--- src/sv/tsec_pkg.sv ---
// ----------------------------------------------------------------------------
// Touch slot event classifier package
// Shared types and constants: event kinds, register indexes, bus words and
// the pending-move pick result.
// ----------------------------------------------------------------------------
package tsec_pkg;

  localparam int unsigned MaxResults  = 3;
  localparam int unsigned CntW        = 2;
  localparam int unsigned SlotIdxMaxW = 4;
  localparam int unsigned CoordW      = 15;
  localparam int unsigned ThrW        = 16;
  localparam int unsigned TimeW       = 32;
  localparam int unsigned InDataW     = 72;
  localparam int unsigned OutDataW    = 40;

  localparam logic [ThrW-1:0] MoveThrReset = 16'd5;
  localparam logic [ThrW-1:0] DcWinReset   = 16'd300;

  typedef enum logic [1:0] {
    EV_PRESS   = 2'd0,
    EV_RELEASE = 2'd1,
    EV_MOVE    = 2'd2,
    EV_DOUBLE  = 2'd3
  } event_kind_e;

  typedef enum logic {
    REG_MOVE_THRESHOLD    = 1'b0,
    REG_DOUBLE_CLICK_WIN  = 1'b1
  } cfg_reg_e;

  // Input word, listed from the top bit down.
  typedef struct packed {
    logic [1:0]       pad;
    logic [TimeW-1:0] time_ms;
    logic             contact_down;
    logic [15:0]      pos_y;
    logic [15:0]      pos_x;
    logic [3:0]       slot;
    logic             sample_valid;
  } in_word_t;

  // Output word, listed from the top bit down.
  typedef struct packed {
    logic [5:0]        pad;
    logic [CoordW-1:0] event_y;
    logic [CoordW-1:0] event_x;
    logic [3:0]        event_slot;
  } out_word_t;

  // Lowest pending slot and whether another one is pending behind it.
  typedef struct packed {
    logic                   found;
    logic                   more;
    logic [SlotIdxMaxW-1:0] idx;
  } pick_t;

endpackage

--- src/sv/touch_slot_event_classifier.sv ---
// ----------------------------------------------------------------------------
// Touch slot event classifier
// An input word passes through the input register, then the result register.
// A sample needing no move flush leaves the input register once the output is
// free, so words stream at one per cycle while the output is not stalled; a
// batch-end sample stays while its pending moves flush (at most three events).
// Reset clears the slot flags and restores the register defaults.
// ----------------------------------------------------------------------------
module touch_slot_event_classifier #(
  parameter int unsigned SLOT_COUNT = 2
) (
  input  logic                          clk_i,
  input  logic                          rst_ni,
  // sample_valid[0], slot[4:1], pos_x[20:5], pos_y[36:21], contact_down[37],
  // time_ms[69:38], zero[71:70]
  input  logic [tsec_pkg::InDataW-1:0]  s_axis_tdata,
  input  logic                          s_axis_tlast,   // batch_end
  input  logic                          s_axis_tvalid,
  output logic                          s_axis_tready,
  // event_slot[3:0], event_x[18:4], event_y[33:19], zero[39:34]
  output logic [tsec_pkg::OutDataW-1:0] m_axis_tdata,
  output logic [1:0]                    m_axis_tuser,   // event_kind[1:0]
  output logic                          m_axis_tlast,   // last_result
  output logic                          m_axis_tvalid,
  input  logic                          m_axis_tready,
  input  logic                          cfg_valid_i,
  output logic                          cfg_ready_o,
  input  logic                          cfg_index_i,
  input  logic [15:0]                   cfg_data_i
);
  import tsec_pkg::*;

  localparam int unsigned SW = (SLOT_COUNT > 1) ? $clog2(SLOT_COUNT) : 1;

  // Configuration
  logic [ThrW-1:0] thr_q, win_q;

  // Input register
  logic     in_vld_q;
  in_word_t in_q;
  logic     in_last_q;

  // Slot state
  logic [SLOT_COUNT-1:0] active_q, seen_q, pend_q;
  logic [CoordW-1:0]     lx_q [SLOT_COUNT];
  logic [CoordW-1:0]     ly_q [SLOT_COUNT];
  logic [TimeW-1:0]      lt_q [SLOT_COUNT];

  // Sequencing
  logic            flush_q;
  logic [CntW-1:0] cnt_q;

  // Result register
  logic              out_vld_q;
  out_word_t         out_q;
  event_kind_e       kind_q;
  logic              last_q;

  pick_t             pick;
  logic              out_free, go, consume;
  logic [SW-1:0]     slot_idx, pick_idx, rd_idx;
  logic              rd_active, rd_seen;
  logic [CoordW-1:0] rd_x, rd_y, px, py, dx, dy;
  logic [TimeW-1:0]  rd_time, tdiff;
  logic              sample_ok, moved, dbl;
  logic              do_release, do_move, do_press, evt, want_flush;
  logic              emit_f, last_f, emit;
  event_kind_e       kind_d;
  logic              last_d;
  logic [CoordW-1:0] ox_d, oy_d;
  logic [3:0]        oslot_d;

  tsec_pick #(
    .SLOT_COUNT(SLOT_COUNT)
  ) u_pick (
    .pend_i(pend_q),
    .pick_o(pick)
  );

  assign cfg_ready_o = 1'b1;

  always_ff @(posedge clk_i or negedge rst_ni) begin
    if (!rst_ni) begin
      thr_q <= MoveThrReset;
      win_q <= DcWinReset;
    end else if (cfg_valid_i) begin
      case (cfg_reg_e'(cfg_index_i))
        REG_MOVE_THRESHOLD:   thr_q <= cfg_data_i;
        REG_DOUBLE_CLICK_WIN: win_q <= cfg_data_i;
        default: ;
      endcase
    end
  end

  assign out_free = !out_vld_q || m_axis_tready;
  assign go       = in_vld_q && out_free;

  assign slot_idx = in_q.slot[SW-1:0];
  assign pick_idx = pick.idx[SW-1:0];
  // One read port: the sample's slot, or the move being flushed.
  assign rd_idx   = flush_q ? pick_idx : slot_idx;

  assign rd_active = active_q[rd_idx];
  assign rd_seen   = seen_q[rd_idx];
  assign rd_x      = lx_q[rd_idx];
  assign rd_y      = ly_q[rd_idx];
  assign rd_time   = lt_q[rd_idx];

  assign px = in_q.pos_x[CoordW-1:0];
  assign py = in_q.pos_y[CoordW-1:0];
  assign dx = (rd_x >= px) ? rd_x - px : px - rd_x;
  assign dy = (rd_y >= py) ? rd_y - py : py - rd_y;

  assign sample_ok = in_q.sample_valid && ({1'b0, in_q.slot} < 5'(SLOT_COUNT)) &&
                     !in_q.pos_x[15] && !in_q.pos_y[15];
  assign moved     = ({1'b0, dx} >= thr_q) || ({1'b0, dy} >= thr_q);

  // A negative wrapped difference also counts as inside the window.
  assign tdiff = in_q.time_ms - rd_time;
  assign dbl   = rd_seen && (tdiff[TimeW-1] || (tdiff < {16'd0, win_q}));

  assign do_release = sample_ok && rd_active && !in_q.contact_down;
  assign do_move    = sample_ok && rd_active && in_q.contact_down && moved;
  assign do_press   = sample_ok && !rd_active && in_q.contact_down;
  assign evt        = do_release || do_press;
  assign want_flush = in_last_q && ((|pend_q) || do_move);

  assign emit_f = pick.found;
  assign last_f = !pick.found || !pick.more || (cnt_q == CntW'(MaxResults - 1));

  assign emit    = go && (flush_q ? emit_f : evt);
  assign consume = go && (flush_q ? last_f : !want_flush);

  assign s_axis_tready = !in_vld_q || consume;

  always_comb begin
    if (flush_q) begin
      kind_d  = EV_MOVE;
      last_d  = last_f;
      ox_d    = rd_x;
      oy_d    = rd_y;
      oslot_d = pick.idx;
    end else begin
      if (do_release) begin
        kind_d = EV_RELEASE;
      end else if (dbl) begin
        kind_d = EV_DOUBLE;
      end else begin
        kind_d = EV_PRESS;
      end
      last_d  = !want_flush;
      ox_d    = px;
      oy_d    = py;
      oslot_d = in_q.slot;
    end
  end

  // Input register and sequencing
  always_ff @(posedge clk_i or negedge rst_ni) begin
    if (!rst_ni) begin
      in_vld_q <= 1'b0;
      flush_q  <= 1'b0;
      cnt_q    <= '0;
    end else begin
      if (s_axis_tready) begin
        in_vld_q <= s_axis_tvalid;
      end
      if (go) begin
        if (flush_q) begin
          cnt_q   <= cnt_q + CntW'(1);
          flush_q <= !last_f;
        end else begin
          cnt_q   <= evt ? CntW'(1) : '0;
          flush_q <= want_flush;
        end
      end
    end
  end

  always_ff @(posedge clk_i) begin
    if (s_axis_tready && s_axis_tvalid) begin
      in_q      <= in_word_t'(s_axis_tdata);
      in_last_q <= s_axis_tlast;
    end
  end

  // Slot flags
  always_ff @(posedge clk_i or negedge rst_ni) begin
    if (!rst_ni) begin
      active_q <= '0;
      seen_q   <= '0;
      pend_q   <= '0;
    end else if (go) begin
      if (flush_q) begin
        if (emit_f) begin
          pend_q[pick_idx] <= 1'b0;
        end
      end else begin
        if (do_release) begin
          active_q[slot_idx] <= 1'b0;
        end
        if (do_move) begin
          pend_q[slot_idx] <= 1'b1;
        end
        if (do_press) begin
          active_q[slot_idx] <= !dbl;
          seen_q[slot_idx]   <= 1'b1;
        end
      end
    end
  end

  // Slot points and press times
  always_ff @(posedge clk_i) begin
    if (go && !flush_q) begin
      if (do_release || do_move || do_press) begin
        lx_q[slot_idx] <= px;
        ly_q[slot_idx] <= py;
      end
      if (do_press) begin
        lt_q[slot_idx] <= in_q.time_ms;
      end
    end
  end

  // Result register
  always_ff @(posedge clk_i or negedge rst_ni) begin
    if (!rst_ni) begin
      out_vld_q <= 1'b0;
    end else if (emit) begin
      out_vld_q <= 1'b1;
    end else if (m_axis_tready) begin
      out_vld_q <= 1'b0;
    end
  end

  always_ff @(posedge clk_i) begin
    if (emit) begin
      out_q.pad        <= '0;
      out_q.event_y    <= oy_d;
      out_q.event_x    <= ox_d;
      out_q.event_slot <= oslot_d;
      kind_q           <= kind_d;
      last_q           <= last_d;
    end
  end

  assign m_axis_tvalid = out_vld_q;
  assign m_axis_tdata  = OutDataW'(out_q);
  assign m_axis_tuser  = kind_q;
  assign m_axis_tlast  = last_q;

endmodule

--- src/sv/tsec_pick.sv ---
// ----------------------------------------------------------------------------
// Pending move picker
// Finds the lowest slot with a pending move and flags further pending slots.
// ----------------------------------------------------------------------------
module tsec_pick #(
  parameter int unsigned SLOT_COUNT = 2
) (
  input  logic [SLOT_COUNT-1:0] pend_i,
  output tsec_pkg::pick_t       pick_o
);
  import tsec_pkg::*;

  logic [SLOT_COUNT-1:0]  rest;
  logic [SlotIdxMaxW-1:0] idx;

  // Clearing the lowest set bit leaves whatever else is pending.
  assign rest = pend_i & (pend_i - SLOT_COUNT'(1));

  always_comb begin
    idx = '0;
    for (int i = SLOT_COUNT - 1; i >= 0; i--) begin
      if (pend_i[i]) begin
        idx = SlotIdxMaxW'(i);
      end
    end
  end

  assign pick_o.found = |pend_i;
  assign pick_o.more  = |rest;
  assign pick_o.idx   = idx;

endmodule
--- config.mk ---
export PLATFORM = sky130hd
export DESIGN_NAME = touch_slot_event_classifier
export DESIGN_NICKNAME = d
export VERILOG_FILES = /design/src/sv/tsec_pkg.sv /design/src/sv/touch_slot_event_classifier.sv /design/src/sv/tsec_pick.sv
export SDC_FILE = /design/constraint.sdc
export NUM_CORES = 1
export LEC_CHECK = 0
export BUFFER_PORTS_ARGS = -buffer_cell sky130_fd_sc_hd__buf_2
export CORE_UTILIZATION = 50
export DETAILED_ROUTE_END_ITERATION = 12
export PLACE_DENSITY = 0.75
export SYNTH_ARGS = -nofsm -noshare
export SYNTH_HDL_FRONTEND = slang
export SYNTH_SLANG_ARGS = --single-unit
--- constraint.sdc ---
create_clock -name clk_i -period 12.7 [get_ports clk_i]
set_input_delay 1.905 -clock clk_i [delete_from_list [all_inputs] [get_ports clk_i]]
set_output_delay 1.905 -clock clk_i [all_outputs]
set_load 0.005 [all_outputs]
==> impl_metrics.env, run 1 <==
export IMPL_hold_depth=1
export IMPL_hold_start="seen_q[1]"
export IMPL_p_per_area_nw_per_um2=160
export IMPL_top_layer="met5"
export IMPL_grt_pass1_wl_um=54600
export IMPL_reg2reg_to="in_q[48]"
export IMPL_cts_tree="yes"
export IMPL_fp_dieH_um=180
export IMPL_slowest_delay_ps=720
export IMPL_ios=141
export IMPL_cts_htree_levels=1
export IMPL_drc=16
export IMPL_synth_cell_types=96
export IMPL_r2r_cells=24
export IMPL_hold_buffers=0
export IMPL_rr_startpoint="flush_q"
export IMPL_synthArstFlopShare_pct=15.6
export IMPL_nets=1733
export IMPL_leakage_nw=7.31
export IMPL_antenna_found_initial=1
export IMPL_seq_area_frac_synth_pct=50.9
export IMPL_rsz0062_at_grt="no"
export IMPL_fin_util_pct=57.6
export IMPL_final_common_cell="edfxtp_1"
export IMPL_fin_crit_ps=9810
export IMPL_root_buffer="clkbuf_16"
export IMPL_hold_viol=0
export IMPL_numCtsBuffers=29
export IMPL_globalplace_congestion=0.852
export IMPL_cp_required_ps=10800
export IMPL_syn_to_final_growth_pct=12.3
export IMPL_synth_seq_cells=275
export IMPL_dp_cells=1865
export IMPL_overflow=0
export IMPL_cts_sinks=275
export IMPL_viasPerCell=5.65
export IMPL_crit_fanout=35
export IMPL_grt_use_total_pct=20.9
export IMPL_grt_pass1_vias=10500
export IMPL_slew_headroom_pct=25.3
export IMPL_die_area_sq_um=32300
export IMPL_r2r_slack_ps=3940
export IMPL_synth_cells=1384
export IMPL_status="complete, but fails checks"
export IMPL_slowest_stage="dfrtp_2"
export IMPL_synthDominantCellAreaShare_pct=44.1
export IMPL_period_share_pct=77.3
export IMPL_core_sq_um=30800
export IMPL_insertion_delay_ps=550
export IMPL_drtPass1Iterations=9
export IMPL_drt_iter0_drc=851
export IMPL_synth_top_cell_by_area="edfxtp_1"
export IMPL_drive_gt1_share_pct=17.5
export IMPL_routedLengthMet1_um=16400
export IMPL_worstPathArrival_ps=7910
export IMPL_end_kind="primary output"
export IMPL_worstHoldEndpoint="seen_q[1]"
export IMPL_timing_fmax_ghz=0.102
export IMPL_routed_wl_um=34200
export IMPL_initial_core_util_pct=51.3
export IMPL_antenna_left=0
export IMPL_setup_violations=0
export IMPL_violations="DRC"
export IMPL_clock_skew_ps=13.8
export IMPL_yosysWarnings=0
export IMPL_peakVddDrop_v=0.000102
export IMPL_clk_pin_slew_worst_paths_ps=70
export IMPL_netlist_top_cells_area="edfxtp_1 (44%), ha_1 (11%), dfrtp_1 (5.9%)"
export IMPL_dpl_cell_area_sq_um=16700
export IMPL_ys_flop_type="edfxtp_1"
export IMPL_cts_resized=0
export IMPL_fin_cells=1919
export IMPL_synth_edf_count=232
export IMPL_syn_avg_cell_area_sq_um=11.4
export IMPL_fp_dieW_um=180
export IMPL_vias=10800
export IMPL_postCtsSetupRepairBufs=0
export IMPL_numPortBuffers=131
export IMPL_hp_class="flip-flop to flip-flop"
export IMPL_finalMaxSlewViolations=0
export IMPL_synth_area_sq_um=15800
export IMPL_maxCapViolations=0
export IMPL_hpwl_um=24900
export IMPL_met3_wirelength_um=1820
export IMPL_worst_slew_pin_slew_ps=1120
export IMPL_clk_path_buf_depth=3
export IMPL_path_class="flip-flop to primary output"
export IMPL_power_mw=2.84
export IMPL_dr_wl_met2_um=15500
export IMPL_worstPathCellList="nand3b_1, nand2_4, buf_4, mux2i_1, inv_1, ha_1, nand2_1, o21ai_0, a222oi_1, and3_1, o31ai_4, buf_4, mux2_2, a221oi_2, xnor2_1, ha_1, a2111oi_0, o22a_1, o31ai_1, a21oi_1, o211ai_1, o2111a_1, o21ai_0, buf_2"
export IMPL_start_kind="flip-flop"
export IMPL_mostFrequentLayoutCells="edfxtp_1 (232), ha_1 (135), buf_2 (131)"
export IMPL_final_area_sq_um=17700
export IMPL_grt_max_degree=46
export IMPL_fin_tns_setup_ps=0
export IMPL_num_rows=64
export IMPL_wl_per_cell_um=17.8
## routing by layer
metal | up-vias | track usage (%)
met2 | 295 | 34.1
met1 | 5183 | 29.7
met3 | 43 | 3.06
met5 | - | 0
li1 | 5323 | -
met4 | 2 | 4.34
## critical path: cells and delay by family, from the launching register on
family	cells	cell delay, ps
adders and majority gates	2	720
and+or+nand+nor	4	1120
muxes	2	720
buffers and inverters	4	1230
xor gates and xnor gates	1	180
AOI/OAI and AO/OA	11	2580
DFF	1	720
## synthesized netlist by cell type (16+ instances only)
cell type / instances
inv_1: 118
nand4_1: 20
nor3_1: 16
o21ai_0: 57
buf_2: 19
xor2_1: 19
ha_1: 135
edfxtp_1: 232
nand2_1: 86
nand3_1: 27
mux2i_1: 72
xnor2_1: 28
dfrtp_1: 37
nor2_1: 74
mux2_2: 26
a21o_1: 35
a21oi_1: 120
clkbuf_1: 19
## final cells by class
type                            instances  area [sq um]
Antenna cell                            1          2.50
Clock buffer                           40           886
Clock inverter                         13           129
Fill cell                            2562         13100
Inverter                              119           447
Multi-Input combinational cell        934          7000
Sequential cell                       275          8050
Tap cell                              396           495
Timing Repair Buffer                  141           731
## flip-flops by register name (all words and copies together), names as in the netlist, 16 cells and up
register	cells
lt_q	64
thr_q	16
ly_q	30
m_axis_tdata	34
in_q	70
lx_q	30
win_q	16
## logic make-up after synthesis
family                   synth area share [%]
AO/OA/AOI/OAI                            14.6
AND/OR/NAND/NOR                          9.17
flip-flops                               50.9
buffers and inverters                    5.12
adder cells (fa/ha/maj)                  11.1
multiplexers                             6.41
XOR/XNOR                                 2.60
other                                  0.0475
## how the worst max path moves through the flow
stage / start / to / slack, ps
global placement: flush_q / s_axis_tready / 3750
global route: flush_q / s_axis_tready / 2460
detailed placement: flush_q / s_axis_tready / 3590
finish: flush_q / s_axis_tready / 2890
floorplan: flush_q / in_last_q / 3420
CTS: flush_q / s_axis_tready / 3000
## metrics by stage
step	hold slack, ps	worst slack (ps)
after floorplan	439	3420
after global placement	451	3750
after detailed placement	456	3590
after CTS	473	3000
after global routing	490	2460
final	476	2890
## power by group
part / total (mW) / leakage (nW) / internal (mW) / switching [mW]
Combinational: 0.863 / 4.14 / 0.353 / 0.510
Sequential: 1.11 / 2.68 / 1.06 / 0.0461
Clock: 0.869 / 0.494 / 0.528 / 0.341
No activity file was read; power rests on OpenSTA's default activity.
==> run 2: changes to the inputs <==
--- a/config.mk
+++ b/config.mk
@@ -8,7 +8,7 @@
 export BUFFER_PORTS_ARGS = -buffer_cell sky130_fd_sc_hd__buf_2
 export CORE_UTILIZATION = 50
 export DETAILED_ROUTE_END_ITERATION = 12
-export PLACE_DENSITY = 0.75
+export PLACE_DENSITY = 0.77
 export SYNTH_ARGS = -nofsm -noshare
 export SYNTH_HDL_FRONTEND = slang
 export SYNTH_SLANG_ARGS = --single-unit
==> constraint.sdc (replaced) <==
create_clock -name clk_i -period 8.8 [get_ports clk_i]
set_input_delay 1.32 -clock clk_i [delete_from_list [all_inputs] [get_ports clk_i]]
set_output_delay 1.32 -clock clk_i [all_outputs]
set_load 0.005 [all_outputs]
==> impl_metrics.env, run 2 (synthesized netlist as in run 1, its figures left out) <==
export IMPL_status="complete, but fails checks"
export IMPL_violations="DRC"
export IMPL_die_area_sq_um=32300
export IMPL_routed_wl_um=34000
export IMPL_cts_htree_levels=1
export IMPL_antenna_left=0
export IMPL_top_layer="met5"
export IMPL_numPortBuffers=131
export IMPL_drc=9
export IMPL_syn_to_final_growth_pct=12.0
export IMPL_cts_sinks=275
export IMPL_holdWs_ps=474
export IMPL_largest_reg_flops=70
export IMPL_timing_fmax_ghz=0.120
export IMPL_hpwl_um=24800
export IMPL_leakage_nw=7.29
export IMPL_insertion_delay_ps=570
export IMPL_met3_wirelength_um=1700
export IMPL_slowest_delay_ps=480
export IMPL_cts_tree="yes"
export IMPL_globalplace_congestion=0.866
export IMPL_critical_path_top_delay_family="compound AO/OA/AOI/OAI gates"
export IMPL_fp_dieH_um=180
export IMPL_crit_fanout=36
export IMPL_dr_wl_met2_um=15200
export IMPL_path_class="flip-flop to primary output"
export IMPL_worst_path_buf_inv=2
export IMPL_top_register="in_q"
export IMPL_p_per_area_nw_per_um2=228
export IMPL_initial_core_util_pct=51.3
export IMPL_cp_required_ps=7480
export IMPL_num_rows=64
export IMPL_clk_pin_slew_worst_paths_ps=60
export IMPL_viasPerCell=5.64
export IMPL_end_kind="primary output"
export IMPL_worst_slew_pin_slew_ps=1010
export IMPL_fin_crit_ps=8330
export IMPL_mostFrequentLayoutCells="edfxtp_1 (232), ha_1 (135), buf_2 (131)"
export IMPL_antenna_found_initial=1
export IMPL_rsz0062_at_grt="no"
export IMPL_ios=141
export IMPL_drtPass1Iterations=9
export IMPL_grt_use_total_pct=21.0
export IMPL_clock_skew_ps=22.1
export IMPL_clk_path_buf_depth=3
export IMPL_slew_headroom_pct=32.9
export IMPL_finalMaxSlewViolations=0
export IMPL_start_kind="flip-flop"
export IMPL_nets=1736
export IMPL_fin_tns_setup_ps=0
export IMPL_fp_dieW_um=180
export IMPL_drive_gt1_share_pct=17.5
export IMPL_overflow=0
export IMPL_grt_max_degree=72
export IMPL_worstPathCellList="nand3b_1, nand2_8, mux2i_1, inv_1, ha_1, nand2_1, o21ai_0, o21ai_0, o21ai_0, nor4_1, o31a_1, a2111oi_0, a21oi_1, xor2_1, ha_1, nor2b_1, a2111oi_0, o22a_1, o31ai_1, a21oi_1, o211ai_1, o2111a_1, o21ai_0, buf_2"
export IMPL_antenna_cells=0
export IMPL_grt_pass1_vias=10600
export IMPL_root_buffer="clkbuf_16"
export IMPL_peakVddDrop_v=0.000171
export IMPL_slowest_stage="o31a_1"
export IMPL_setup_violations=0
export IMPL_period_share_pct=94.7
export IMPL_crit_top_cell="o21ai_0"
export IMPL_worstPathArrival_ps=7010
export IMPL_final_common_cell="edfxtp_1"
export IMPL_hold_viol=0
export IMPL_maxCapViolations=0
export IMPL_core_sq_um=30800
export IMPL_routedLengthMet1_um=16200
export IMPL_wl_per_cell_um=17.7
export IMPL_vias=10800
export IMPL_drt_iter0_drc=762
export IMPL_fin_util_pct=57.4
export IMPL_numCtsBuffers=30
export IMPL_hp_class="flip-flop to flip-flop"
export IMPL_grt_pass1_wl_um=55000
[run 2: layer usage]
layer | vias to the layer above | global-route usage (%)
li1 | 5333 | -
met1 | 5169 | 30.2
met2 | 291 | 33.2
met3 | 45 | 2.88
met4 | 2 | 6.00
met5 | - | 0
[run 2: per-stage QoR]
stage	cells	setup WS, ps	power, mW	cell area [sq um]
6_report	1921	467	4.03	17700
3_5_place_dp	1867	1030	2.86	16800
2_1_floorplan	1389	1230	2.55	15800
5_1_grt	1921	120	4.27	17700
4_1_cts	1921	354	4.05	17700
3_3_place_gp	1867	1240	2.83	16800
[run 2: cell type report]
type                       count  area, sq um
timing repair buffer         143          758
tap                          396          495
fill                        2581        13100
inverter                     119          447
clock inverter                17          131
sequential                   275         8050
clock buffer                  37          797
multi-input combinational    934         7010
[run 2: worst paths after layout]
check                      startpoint             to  slack, ps  cells after the start
setup / recovery            pend_q[0]  s_axis_tready        470                     24
hold / removal              seen_q[0]      seen_q[0]        470                      1
setup reg to reg            pend_q[0]       in_q[19]       1530                     24
hold reg to reg             seen_q[0]      seen_q[0]        470                      1
max in group asynchronous      rst_ni        flush_q       7180                      1
min in group asynchronous      rst_ni       thr_q[4]        930                      1
[run 2: power by group]
group          leakage [nW]  switching (mW)  internal, mW
Combinational          4.15           0.746         0.514
Clock                 0.458           0.509         0.671
Sequential             2.68          0.0556          1.53
Total                  7.29            1.31          2.72
[run 2: repair_timing]
item / CTS / global route
setup buffers: 0 / 0
hold buffers: 0 / 0
endpoints found under the setup margin: 0 / 1
gates resized for setup: 0 / 1
